### src/rtl/wftc_ram.sv
// Generic single-write, single-read RAM with registered read data.
// No dependencies; holds both tables of the counter.
module wftc_ram #(
    parameter int W = 8,
    parameter int D = 64,
    localparam int AW = (D > 1) ? $clog2(D) : 1
) (
    input  logic          i_clk,
    input  logic          i_we,
    input  logic [AW-1:0] i_waddr,
    input  logic [W-1:0]  i_wdata,
    input  logic [AW-1:0] i_raddr,
    output logic [W-1:0]  o_rdata
);

    logic [W-1:0] r_mem [D];
    logic [W-1:0] r_rdata;

    always_ff @(posedge i_clk) begin
        if (i_we) begin
            r_mem[i_waddr] <= i_wdata;
        end
        r_rdata <= r_mem[i_raddr];
    end

    assign o_rdata = r_rdata;

endmodule

### config.mk
export PLATFORM = sky130hd
export DESIGN_NAME = wftc_ram
export DESIGN_NICKNAME = d
export VERILOG_FILES = /design/src/rtl/wftc_ram.sv
export SDC_FILE = /design/constraint.sdc
export NUM_CORES = 1
export LEC_CHECK = 0
export BUFFER_PORTS_ARGS = -buffer_cell sky130_fd_sc_hd__clkbuf_2
export CORE_MARGIN = 2
export CORE_UTILIZATION = 45
export CTS_BUF_LIST = sky130_fd_sc_hd__clkbuf_16
export DETAILED_ROUTE_END_ITERATION = 8
export HOLD_SLACK_MARGIN = 0.08
export SLEW_MARGIN = 10
export SYNTH_ARGS = -nofsm -noshare
export SYNTH_HDL_FRONTEND = slang
export SYNTH_SLANG_ARGS = --single-unit
### constraint.sdc
create_clock -name i_clk -period 4.2 [get_ports i_clk]
set_input_delay 0.84 -clock i_clk [delete_from_list [all_inputs] [get_ports i_clk]]
set_output_delay 0.84 -clock i_clk [all_outputs]
set_load 0.01 [all_outputs]
# Yosys cells after proc, flatten, opt, wreduce, memory -nomap -nowiden
# Memory sizes are Yosys's and may differ from the RTL's. A register that Yosys moved wholly into a read port is not among the register bits.
# Index checks and enable logic that the tools add are counted.
# W data, S select, Z words.
# word_totals
ff_bits	0
latchBits	0
ramBits	512
romBits	0
in_bits	22
word_cells	3
n_memories	1
# mem_list
name	depth	width	rd	rd_clocked_by_memory_dff	write_ports	line_no	text
r_mem	64	8	1	1	1	16	logic [W-1:0] r_mem [D];
# op_classes
addsub	0
multipliers	0
div	0
order_cmp	0
eq_ne	0
n_shift	0
mux	2
bitwise_logic	0
reduce_logical	0
# op_table
operator	n
$mux W1	2

# Longest topological paths before layout
# depth
ltp_word	2
ltp_mapped	9

# Worst setup path after synthesis
# OpenSTA, ideal clock, no wires.
# synth_path
kind	in2reg
startpoint	input i_raddr[1]
endpoint	register r_rdata[3] (netlist: o_rdata[3]) (read register of r_mem)
setup_ps	128
arrival_ps	2380
t_required_ps	4072
path_slack_ps	1692
stages	7
path_buffers	3
path_cell_list	buf_4 > buf_2 > buf_2 > mux4_2 > mux4_2 > o21ai_1 > o41ai_1
# synth_rtl
element	line_no	text
start, declared	12	input logic [AW-1:0] i_raddr,
end, declared	17	logic [W-1:0] r_rdata;

==> run metrics <==
Synth Net Count=962; Min-Delay Endpoint=o_rdata[2]; placer congestion estimate=0.7690; fin area=22790 um2; Worst R2R Start=r_mem[24][6]; hold_sp=i_raddr[5]; fmax=342.8 MHz; critical path launch point type=input port; part of the Yosys area used for sequential elements=77.03%; drt via density=5.789; Post-Syn Instances=940; post-cts sizing count=0; Syn Area/Cell=21.45 um2; Hold-fix buffers, CTS=0; Synth Cell Area=20170 um2; H-tree levels=2; status=completed; Adder-Cell Fraction of Synth Area=0%; Reg-to-Reg End=o_rdata[6]; CP endpoint kind=flip-flop; number of global-route vias before repair=9804; Design Power=11.01 mW; Cell Area, Placed=21070 um2; post-synthesis simple-gate area fraction=3.388%; r2r setup slk=1.86 ns; Synth top area share=76.24%; fin crit share=69.46%; # setup viols final=0; first-pass GRT wire length=66.34 mm; Worst IR Drop VDD=0.3291 mV; most area-hungry cell type in the Yosys netlist=edfxtp_1; synth unique cells=40; post-layout util=51.54%; Post-Route WL=45.05 mm; slowest CP cell=mux4_2; Critical Path RT=4.63 ns; Compound-Gate Fraction of Synth Area=2.072%; Reg2Reg Depth=5; Core Region=44220 um2; Die W=215.7 um; CTS tree=done; critical path arrival=3.35 ns; Slew HR=22.82%; Final #Nets=1034; total track usage=19.81%; Reg clk slew, reported paths=0.06 ns; IO Port Bufs=29; share of cells above drive strength 1=26.90%; mux share of post-synthesis cell area=15.94%; fin crit period=2.917 ns; total number of yosys warnings=0; largest net degree at the start of global routing=65; Area Growth Syn to Fin=13.01%; largest fanout on the critical path=55; clock tree sinks=520; max-slew violations=0; DRT antenna net count=0; Initial Utilization=45.60%; CTS root buffer=clkbuf_16; main combinational cell family by area after synthesis=multiplexers; clock insertion delay at the later pin of the skew report=0.59 ns; GR Overflow Total=0; worst hold margin=0.7932 ns; post-CTS setup buffer count=0; post-synthesis xor/xnor area fraction=0%; CP cell instances=clkbuf_8 -> mux4_2 -> mux2_2 -> o221a_2 -> nor3_1 -> o32ai_1; Filler Cells Inserted=3442; post-route setup TNS=0 ns; Least-Margin Pin Slew=1.158 ns; maximum clock insertion buffer count=3; residual DRC count=0; die area=46520 um2; Core Rows=77; largest cells by area after synthesis=edfxtp_1, mux4_2, nor2_1; max cap viols=0; P_leak=7.178 nW; antenna violations before repair=2; Hold WC Path Type=input port to flip-flop; io pins=30; HPWL Detailed=27.93 mm; WHS Path Cells=3; Seq cells post-synth=520; drt wl/cell=27.38 um; Die Span Y=215.7 um; kind of critical path=input port to flip-flop; RSZ-0062 raised after global routing=no; Final Hold Fails=0; Num CTS Buffers=51; Pre-antenna DRT Iters=5; pwr dens=482.9 nW/um2; Iteration-0 DRC Markers=1048; CP peak stage delay=0.59 ns; clk_skew=0.02049 ns; total number of vias=9523
[flip-flops by register name, summed over array words and instances (netlist names)]
name / count
o_rdata: 8
r_mem: 512
[layer usage]
metal	global-route usage, %	vias to the layer above	routed length, um	share of wire [%]
met5	0	-	7	0.016
met4	8.483	2	1764	3.9
met3	3.580	88	2668	5.9
met2	29.59	320	20750	46
met1	28.92	5031	19860	44
li1	-	4082	-	-
[placed cells by master, fill, tap and decap left out, types with 3 or more instances in the layout]
master     count
a211oi_1       4
a21oi_1        3
a221oi_1       6
a22oi_1        3
buf_4         42
bufinv_16     10
clkbuf_16     51
clkbuf_2      26
clkinv_1       9
clkinv_2       9
dfxtp_1        8
edfxtp_1     512
inv_1         12
mux2_2        13
mux2i_1       23
mux4_2       126
nand2_1       19
nand2b_1       7
nand3_1       13
nand3b_1       3
nor2_1        83
nor2b_1       14
nor3_1         7
o2111ai_1      3
o221ai_1       8
o22ai_1        8
o2bb2ai_1      3
[critical path, delay by kind of cell]
family	cells	cell delay, ns
simple gates	1	0.59
buf+inv	1	0.51
mux	2	0.86
compound gates	2	0.48
[stage by stage]
step	worst slack, ns	std cells
global route	1.247	1644
finish	1.283	1645
floorplan	1.692	940
detailed placement	0.7202	1551
global placement	0.7116	1551
CTS	1.334	1644
[cells by family (layout without fill, tap and decap cells)]
kind of cell | count (synthesis) | after routing
and+or+nand+nor | 153 | 153
buffers and inverters | 51 | 163
muxes | 162 | 162
AOI/OAI and AO/OA | 54 | 54
DFF | 520 | 520
other | 0 | 1
[cell usage after synthesis, drive strengths merged]
cell / number
a2111oi: 2
a211oi: 4
a21oi: 3
a221oi: 6
a22oi: 3
a31oi: 1
and2: 1
buf: 34
clkbuf: 17
dfxtp: 8
edfxtp: 512
mux2: 13
mux2i: 23
mux4: 126
nand2: 19
nand2b: 7
nand3: 13
nand3b: 3
nand4: 2
nand4b: 1
nor2: 83
nor2b: 14
nor3: 7
nor4: 2
o2111ai: 3
o21a: 2
o21ai: 4
o221a: 2
o221ai: 8
o22ai: 8
o2bb2ai: 3
o311ai: 1
o32ai: 2
o41ai: 2
or3: 1
[power breakdown]
group	leakage [nW]	internal, mW	switching [mW]
combinational	1.61	0.200	0.326
sequential	4.67	5.74	0.0183
clock	0.892	2.81	1.91
[worst max-delay path by stage]
stage	end	depth (start not counted)	slack, ns	startpoint
floorplan	o_rdata[3]	7	1.69	i_raddr[1]
global placement	o_rdata[6]	6	0.71	i_raddr[0]
detailed placement	o_rdata[6]	6	0.72	i_raddr[0]
CTS	o_rdata[6]	6	1.33	i_raddr[0]
global route	o_rdata[4]	7	1.25	i_raddr[0]
finish	o_rdata[6]	6	1.28	i_raddr[0]
[final cells by class]
type                            count  area [um2]  share of cell area, %
Antenna cell                        1       2.502                0.01098
Clock buffer                       51        1276                  5.600
Clock inverter                     42       441.7                  1.938
Multi-Input combinational cell    369        4315                  18.93
Sequential cell                   520       15530                  68.16
Tap cell                          592       740.7                  3.250
Timing Repair Buffer               70       479.2                  2.103
Power figures use the tool's default switching activity.
