$ cat config.mk
export PLATFORM = sky130hd
export DESIGN_NAME = wftc_alu
export DESIGN_NICKNAME = d
export VERILOG_FILES = /design/src/rtl/wftc_alu.sv
export SDC_FILE = /design/constraint.sdc
export NUM_CORES = 1
export LEC_CHECK = 0
export BUFFER_PORTS_ARGS = -buffer_cell sky130_fd_sc_hd__buf_4
export CORE_AREA = 8 8 45 47
export DETAILED_ROUTE_END_ITERATION = 7
export DIE_AREA = 0 0 53 55
export PLACE_DENSITY = 0.67
export SLEW_MARGIN = 30
export SYNTH_ARGS = -nofsm -noshare
export SYNTH_HDL_FRONTEND = slang
export SYNTH_SLANG_ARGS = --single-unit
export TNS_END_PERCENT = 10
$ cat constraint.sdc
create_clock -name vclk -period 2
set_clock_uncertainty 0.05 [all_clocks]
set_input_delay 0.3 -clock vclk [all_inputs]
set_output_delay 0.3 -clock vclk [all_outputs]
set_load 0.02 [all_outputs]
$ cat src/rtl/wftc_alu.sv
// Shared increment/decrement unit, used for the count and the level updates.
// No dependencies.
module wftc_alu #(
    parameter int W = 11
) (
    input  logic [W-1:0] i_a,
    input  logic         i_dec,
    output logic [W-1:0] o_y
);

    always_comb begin
        if (i_dec) begin
            o_y = i_a - W'(1);
        end else begin
            o_y = i_a + W'(1);
        end
    end

endmodule

Yosys cells after proc, flatten, opt, wreduce, memory -nomap -nowiden
Index checks and enable logic that the tools add are counted.
- register bits: 0
- input bits: 12
- memories: 0
- memory bits (writable): 0
- logic and storage cells: 3
- bits in latches: 0
- output and inout bits: 11
- ROM bits: 0
- bitwise gates (word level): 0
- div/mod/pow operators: 0
- shift operators: 0
- $add $sub $neg: 2
- $lt $le $gt $ge: 0
- equality and inequality tests: 0
- reductions and logical operators: 0
- multipliers: 0
- muxes and demuxes: 1
- operator list (kind ; count):
    $add 11x1->11 const B ; 1
    $mux 11 ; 1
    $sub 11x1->11 const B ; 1

Depth between registers and ports, before layout
Gate-level depths: netlist (run 1).
- depth after elaboration: 2
- mapped depth: 7
- mapped depth without buffers: 7

Worst setup path before layout (run 1)
Ideal clock, no wire load.
- kind: input-to-output
- start point: in i_a[0]
- end point: out o_y[10]
- setup slack: -0.121 ns
- cell stages on the path: 7
- required time: 1.650 ns
- arrival time: 1.771 ns
- buffers on the path: 0
- path through: inv_1 fa_1 nor2b_4 o2111ai_2 nand3_2 o221ai_2 xnor2_1
- word-level cells in the longest chain between the ends: 2
- elaborated cells between the ends (all ways): 3
- RTL lines (item ; line ; text):
    start: declaration ; 6 ; input logic [W-1:0] i_a,
    $add 11x1->11 / $sub 11x1->11 (equally long branches) ; 15, 13 ;
    $mux 11 * ; 12 ; if (i_dec) begin
    end: declaration ; 8 ; output logic [W-1:0] o_y
Mark *: on every way between the ends. The rest lies on a longest branch, timed or not.

Worst setup path after layout (run 1)
Ends and elaborated chain as after synthesis.

==> results of run 1 <==
cells by family after synthesis:
| logic type | Yosys count | synth area share, % |
|---|---|---|
| buf+inv | 5 | 4.07 |
| xor+xnor | 10 | 19.0 |
| simple gates | 18 | 22.2 |
| compound gates | 13 | 26.0 |
| fa+ha+maj | 10 | 28.7 |
power groups by stage:
stage	Sequential, W	Clock (W)	Combinational, W
final	0	0	0.000437
after global routing	0	0	0.000467
after CTS	0	0	0.000407
after detailed placement	0	0	0.000350
after global placement	0	0	0.000346
after floorplan	0	0	0.000204
per-stage QoR:
step / utilization [%] / instances
2_1_floorplan: - / 56
3_3_place_gp: 56.5 / 110
3_5_place_dp: 56.5 / 110
4_1_cts: 68.6 / 113
5_1_grt: 73.4 / 117
6_report: 73.4 / 117
cells in the mapped netlist, types with 2 or more instances:
master	n	share of area, %
ha_1	9	24
xnor2_1	8	15
inv_1	5	4.1
nand2_1	4	3.3
nand3_1	4	4.3
nor2_1	3	2.4
a21oi_1	2	2.2
a21oi_2	2	3.8
o2111ai_2	2	6.5
o21ai_0	2	2.2
or3_1	2	2.7
xor2_1	2	3.8
routing by layer:
| layer | vias to the layer above | routed length, um |
|---|---|---|
| met3 | 0 | 48 |
| li1 | 296 | - |
| met2 | 11 | 1040 |
| met1 | 285 | 708 |
| met5 | - | 0 |
| met4 | 0 | 0 |
layout make-up:
| class | count | area (um^2) |
|---|---|---|
| Timing Repair Buffer | 45 | 382 |
| Tap cell | 16 | 20.0 |
| Fill cell | 92 | 368 |
| Multi-Input combinational cell | 51 | 593 |
| Inverter | 5 | 21.3 |
worst max-delay path, delay by kind of cell:
family	cells	cell delay, ns
AOI/OAI and AO/OA	2	0.22
and+or+nand+nor	2	0.28
xor gates and xnor gates	1	0.16
adders and majority gates	1	0.41
buffers and inverters	4	0.38
what timing repair did:
action / in CTS / in global routing
setup buffers: 2 / 4
pin swaps: 13 / 9
hold buffers: 0 / 0
resized for setup: 19 / 8
setup endpoints to repair: 5 / 5
cloned: 1 / 0
how the worst min path moves through the flow:
stage                  from  endpoint  cells after the start
global route        i_a[10]   o_y[10]                      4
finish              i_a[10]   o_y[10]                      4
floorplan            i_a[0]    o_y[0]                      1
CTS                  i_a[0]    o_y[0]                      4
global placement    i_a[10]   o_y[10]                      4
detailed placement  i_a[10]   o_y[10]                      4
==> metrics, run 1 <==
clock buffers=0; gpl congestion=0.802; met2 usage=22.1%; Overall Global Routing Usage=10.9%; Leak=0.463 nW; Period minus WS final=2.11 ns; max-slew violation count=0; DP Worst Slack=-0.202 ns; Critical Path AT=1.76 ns; Most Crowded Layer GR=met2; drt pass-1 iters=4; vias=592; Total Wirelength=1790 um; Wirelength per Cell=15.3 um; endpoint class of the critical path=output port; number of global-route vias before repair=586; n_diodes=0; final instance area=0.00102 mm^2; Crit Path Class=in -> out; P_sw=0.000206 W; largest net degree at the start of global routing=7; grt ovf=0; crit path setup slack, layout=-0.113 ns; Final period util=106%; # DRC=0; Syn Inst Count=56; hold_ws=0.987 ns; Flop pwr share=0%; Cell Int Power=0.000231 W; CP max FO=3; sequential cell area=0 um^2; IR drop worst, VDD=0.226 mV; Seq cells=0; Layout Nets=125; Port Buf Inserts=23; DR vias/cell=5.06; Rows=14; RSZ-0062 raised after global routing=true; initial antenna violation count=0; Core Region=0.00138 mm^2; die width=53 um; Max-cap violations=0; Worst path slowest cell=fa_2; commonest non-fill, non-tap cell in the layout=buf_4; DIE HEIGHT=55 um; syn avg cell area=8.24 um^2; Power Dens Cells=430 mW/mm^2; Comb pwr share=100.0%; # setup viols final=5; Die ar.=0.00292 mm^2; status=finished with violations; Area Growth Syn to Fin=120%; crit-path cells=buf_8 > inv_4 > fa_2 > nor2b_4 > o2111ai_2 > nand3_2 > buf_6 > o221ai_4 > xnor2_2 > buf_4; area post-placement=782 um^2; DRT antenna net count=0; total power=0.000437 W; fmax=473 MHz; Tightest Pin Transition=0.290 ns; Critical Path Source Type=primary input; syn_nets=78; clock power share=0%; share of layout cells above drive strength 1=71.3%; relative slew slack=80.6%; Hold Fails Final Rpt=0; worst min-delay path class=in -> out; TNS Setup=-0.280 ns; sw frac=47.2%; first-pass GRT wire length=2500 um; worst setup path endpoint=o_y[10]; Synth Cell Area=462 um^2; failing checks=setup timing; unique cell type count in the Yosys netlist=23; Worst setup startpoint=i_a[0]; commonest non-fill, non-tap cells in the layout=buf_4 (41), ha_4 (7), xnor2_1 (6); YS warnings=0; met1 Use GR=12.3%; Post-DP HPWL=1110 um; Initial Util=33.4%; required time of the critical path=1.65 ns; Ports=23; post-synthesis sequential area ratio=0%; met3 Usage GRT=0.802%; DRT iter0 DRCs=6; largest stage delay on the critical path=0.41 ns
Note: power is estimated with default switching activity, not from simulation.
==> inputs of run 2 (changes only) <==
Settings changed: CELL_PAD_IN_SITES_DETAIL_PLACEMENT set to 0, CELL_PAD_IN_SITES_GLOBAL_PLACEMENT set to 1, CORE_AREA 8 8 45 47 to unset, CORE_MARGIN set to 8, CORE_UTILIZATION set to 34, DIE_AREA 0 0 53 55 to unset, PLACE_DENSITY 0.67 to 0.88.
Clock period 2 ns to 2.4 ns, I/O delays scaled along.
==> run 2 against run 1 <==
The run now ends clean. Final cell count fell by 18%. Flip-flop and latch count did not move. Worst hold slack got worse by 0.016 ns. Combinational power fell by 41%. Setup slack improved by 0.23 ns. Via count fell by 21%. Utilization fell by 21 points. Critical endpoint unchanged.
==> metrics, run 2 (synthesis results as in run 1) <==
# DRC=0 (unchanged); initial antenna violation count=0 (unchanged); n_diodes=0 (unchanged); Worst setup startpoint=i_dec (was i_a[0]); total power=0.000259 W (was 0.000437 W); Die ar.=0.00279 mm^2 (was 0.00292 mm^2); Core Region=0.00128 mm^2 (was 0.00138 mm^2); max-slew violation count=0 (unchanged); Crit Path Class=in -> out (unchanged); sw frac=52.4% (was 47.2%); first-pass GRT wire length=1860 um (was 2500 um); Overall Global Routing Usage=7.76% (was 10.9%); die width=52.9 um (was 53 um); Post-DP HPWL=990 um (was 1110 um); RSZ-0062 raised after global routing=false (was true); endpoint class of the critical path=output port (unchanged); Wirelength per Cell=11.9 um (was 15.3 um); Tightest Pin Transition=0.293 ns (was 0.290 ns); clock buffers=0 (unchanged); Final period util=95.0%; Power Dens Cells=385 mW/mm^2 (was 430 mW/mm^2); Area Growth Syn to Fin=45.5% (was 120%); Seq cells=0 (unchanged); postcts setup bufs=0 (was 2); P_sw=0.000136 W (was 0.000206 W); commonest non-fill, non-tap cells in the layout=buf_4 (25), ha_1 (9), xnor2_1 (8), inv_1 (5) (was buf_4 (41), ha_4 (7), xnor2_1 (6)); number of global-route vias before repair=462 (was 586); Hold Crit Start=i_a[0] (was i_a[10]); sequential cell area=0 um^2 (unchanged); relative slew slack=80.3% (was 80.6%); largest net degree at the start of global routing=12 (was 7); fmax=439 MHz; Layout Nets=105 (was 125); Hold Fails Final Rpt=0 (unchanged); drt pass-1 iters=3 (was 4); Rows=13 (was 14); DRT iter0 DRCs=2 (was 6); Ports=23 (unchanged); Comb pwr share=100.0% (about the same); TNS Setup=0 ns (was -0.280 ns); commonest non-fill, non-tap cell in the layout=buf_4 (unchanged); Leak=0.334 nW (was 0.463 nW); worst min-delay path class=in -> out (unchanged); Critical Path Source Type=primary input (unchanged); CP max FO=11 (was 3); share of layout cells above drive strength 1=43.2% (was 71.3%); Cell Int Power=0.000123 W (was 0.000231 W); DIE HEIGHT=52.9 um (was 55 um); Total Wirelength=1140 um (was 1790 um); vias=467 (was 592); Critical Path AT=1.87 ns (was 1.76 ns); Port Buf Inserts=23 (unchanged); clock power share=0% (about the same); DRT antenna net count=0 (unchanged); DR vias/cell=4.86 (was 5.06); Period minus WS final=2.28 ns; # setup viols final=0 (was 5); status=complete, no violations (was finished with violations); gpl congestion=0.752 (was 0.802); IR drop worst, VDD=0.134 mV (was 0.226 mV); Flop pwr share=0% (about the same); required time of the critical path=1.99 ns (was 1.65 ns); Initial Util=35.9% (was 33.4%); grt ovf=0 (unchanged); Max-cap violations=0 (unchanged)
## run 2: changes by cell type in the layout (fill, tap and decap cells not counted), sizes merged
cell	previous run	this run
buf	45	25
## run 2: metal layers
| layer | global-route usage, % | vias to the layer above | wire length (um) |
|---|---|---|---|
| met5 | 0 | - | 0 |
| met4 | 0 | 0 | 0 |
| met3 | 0.280 | 0 | 68 |
| met2 | 13.3 | 12 | 503 |
| met1 | 11.0 | 201 | 568 |
| li1 | - | 254 | - |
## run 2: per-stage QoR
step	utilization (%)	instance area [um^2]	cells	hold WS, ns	worst slack (ns)
after global placement	52.0	668	96	0.967	0.121
after global routing	52.3	672	96	0.996	0.00921
after floorplan	-	462	56	0.768	0.159
after detailed placement	52.0	668	96	0.969	0.0933
final	52.3	672	96	0.971	0.120
after CTS	52.0	668	96	0.969	0.101
## run 2: what timing repair did
item	4_1_cts	5_1_grt
gates resized for setup	0	1
endpoints found under the setup margin	0	1
hold buffers	0	0
## run 2: power groups by stage
stage,Clock [W],Combinational [W],Sequential [W]
final,0,0.000259,0
after global placement,0,0.000257,0
after detailed placement,0,0.000259,0
after CTS,0,0.000260,0
after global routing,0,0.000281,0
after floorplan,0,0.000162,0
## run 2: final cells by class
| cell class | count | area (um^2) |
|---|---|---|
| fillers | 118 | 613 |
| multi-input cells | 51 | 447 |
| repair buffers | 25 | 188 |
| inverters | 5 | 18.8 |
| well taps | 15 | 18.8 |
## run 2: critical path, cell delays in order
cell      delay [ns]
buf_4           0.16
ha_1            0.35
a21oi_2         0.17
nand2_1         0.07
or3_1           0.32
o221ai_2        0.15
xnor2_1         0.13
buf_4           0.16
## run 2: path summary, 6_finish.rpt
check | endpoint | cells past startpoint
setup / recovery | o_y[10] | 8
hold / removal | o_y[0] | 3
==> inputs of run 3 (changes only) <==
Settings changed: CELL_PAD_IN_SITES_DETAIL_PLACEMENT 0 to unset, CELL_PAD_IN_SITES_GLOBAL_PLACEMENT 1 to unset, CORE_AREA set to 8 8 45 47, CORE_MARGIN 8 to unset, CORE_UTILIZATION 34 to unset, DIE_AREA set to 0 0 53 55, MAX_ROUTING_LAYER set to met4, PLACE_DENSITY 0.88 to 0.67, SKIP_LAST_GASP set to 1.
==> run 3 against run 2 <==
Setup slack improved by 0.025 ns. Design area stayed put. Count of clock-buffer cells in the layout unchanged. Worst hold slack worse by 0.0063 ns. Power fell by 1.0%. Global-route usage is 0.96 points lower. Critical path depth up 1. Via count down 1.5%. Non-clock buffer count unchanged. Combinational power hardly changed. Highest routed layer unchanged.
==> metrics, run 3 (synthesis results as in run 1) <==
status=complete, no violations (unchanged); dpl cells=97 (was 96); Crit Path Class=in -> out (unchanged); DRT iter0 DRCs=2 (unchanged); Total Wirelength=1090 um (was 1140 um); postcts setup bufs=0 (unchanged); # DRC=0 (unchanged); Seq cells=0 (unchanged); share of layout cells above drive strength 1=43.2% (unchanged); Power Dens Cells=381 mW/mm^2 (was 385 mW/mm^2); commonest non-fill, non-tap cell in the layout=buf_4 (unchanged); number of global-route vias before repair=404 (was 462); clock buffers=0 (unchanged); DIE HEIGHT=55 um (was 52.9 um); Critical Path Source Type=primary input (unchanged); worst min-delay path class=in -> out (unchanged); Rows=14 (was 13); Wirelength per Cell=11.2 um (was 11.9 um); DR vias/cell=4.74 (was 4.86); Tightest Pin Transition=0.289 ns (was 0.293 ns); Leak=0.332 nW (was 0.334 nW); endpoint class of the critical path=output port (unchanged); required time of the critical path=1.99 ns (about the same); fill count=136 (was 118); Max-cap violations=0 (unchanged); Comb pwr share=100.0% (about the same); max-slew violation count=0 (unchanged); initial antenna violation count=0 (unchanged); Core Region=0.00138 mm^2 (was 0.00128 mm^2); vias=460 (was 467); # setup viols final=0 (unchanged); Layout Nets=105 (unchanged); Post-DP HPWL=981 um (was 990 um); Port Buf Inserts=23 (unchanged); Final Core Density=48.6% (was 52.3%); IR drop worst, VDD=0.144 mV (was 0.134 mV); CP max FO=11 (unchanged); area occupied by multi-input gates=445 um^2 (was 447 um^2); RSZ-0062 raised after global routing=false (unchanged); sw frac=52.1% (was 52.4%); Hold Fails Final Rpt=0 (unchanged); die width=53 um (was 52.9 um); worst setup path endpoint=o_y[10] (unchanged); grt ovf=0 (unchanged); sequential cell area=0 um^2 (unchanged); commonest non-fill, non-tap cells in the layout=buf_4 (25), xnor2_1 (8), ha_1 (8), inv_1 (5) (was buf_4 (25), ha_1 (9), xnor2_1 (8), inv_1 (5)); Period minus WS final=2.25 ns (was 2.28 ns); first-pass GRT wire length=1600 um (was 1860 um); gpl congestion=0.756 (was 0.752); largest net degree at the start of global routing=12 (unchanged); drt pass-1 iters=3 (unchanged); Final period util=93.9% (was 95.0%); TNS Setup=0 ns (unchanged); n_diodes=0 (unchanged); Critical Path AT=1.84 ns (was 1.87 ns); P_sw=0.000133 W (was 0.000136 W); relative slew slack=80.5% (was 80.3%); Area Growth Syn to Fin=45.5% (unchanged); Die ar.=0.00292 mm^2 (was 0.00279 mm^2); DRT antenna net count=0 (unchanged); Flop pwr share=0% (about the same); fmax=444 MHz (was 439 MHz); Layout Cells excl Fill=97 (was 96); Worst setup startpoint=i_dec (unchanged); Cell Int Power=0.000122 W (was 0.000123 W); Initial Util=33.4% (was 35.9%); Ports=23 (unchanged); clock power share=0% (about the same); cts hold-fix bufs=0 (unchanged); Overall Global Routing Usage=6.80% (was 7.76%)
run 3: cell type report:
class	instances	area share (%)
Tap cell	16	2.98
Multi-Input combinational cell	51	66.3
Inverter	5	2.79
Timing Repair Buffer	25	27.9
run 3: critical path, cell delays in order:
cell	delay, ns
buf_4	0.15
inv_1	0.07
fa_1	0.43
nor2b_4	0.15
o2111ai_2	0.12
nand3_2	0.13
o221ai_2	0.11
xnor2_1	0.16
buf_4	0.16
run 3: worst min path at each step:
stage,from,to,slack [ns],cells past startpoint
floorplan,i_a[0],o_y[0],0.77,1
CTS,i_a[0],o_y[0],0.97,3
finish,i_a[0],o_y[0],0.97,3
global route,i_a[0],o_y[0],0.99,3
detailed placement,i_a[0],o_y[0],0.97,3
global placement,i_a[0],o_y[0],0.96,3
run 3: what timing repair did:
item | 4_1_cts | 5_1_grt
hold endpoints to repair | 0 | 0
setup endpoints to repair | 0 | 1
gates resized for setup | 0 | 1
run 3: per-layer routing:
metal	share of wire (%)	vias to the layer above	GRT usage (%)
li1	-	255	-
met1	43	194	8.46
met2	49	11	11.5
met5	0	-	-
met3	7.8	0	1.60
met4	0	0	0
run 3: power by group through the flow:
stage               sequential, W  clock (W)  combinational (W)
floorplan                       0          0           0.000162
global placement                0          0           0.000257
detailed placement              0          0           0.000259
CTS                             0          0           0.000259
global route                    0          0           0.000279
finish                          0          0           0.000256
run 3: metrics by stage:
step	cell area [um^2]	hold slack, ns	total power [W]	worst slack (ns)
after global placement	669	0.964	0.000257	0.126
after global routing	672	0.988	0.000279	0.0285
after detailed placement	669	0.968	0.000259	0.108
final	672	0.965	0.000256	0.145
after CTS	669	0.969	0.000259	0.108
after floorplan	462	0.768	0.000162	0.159
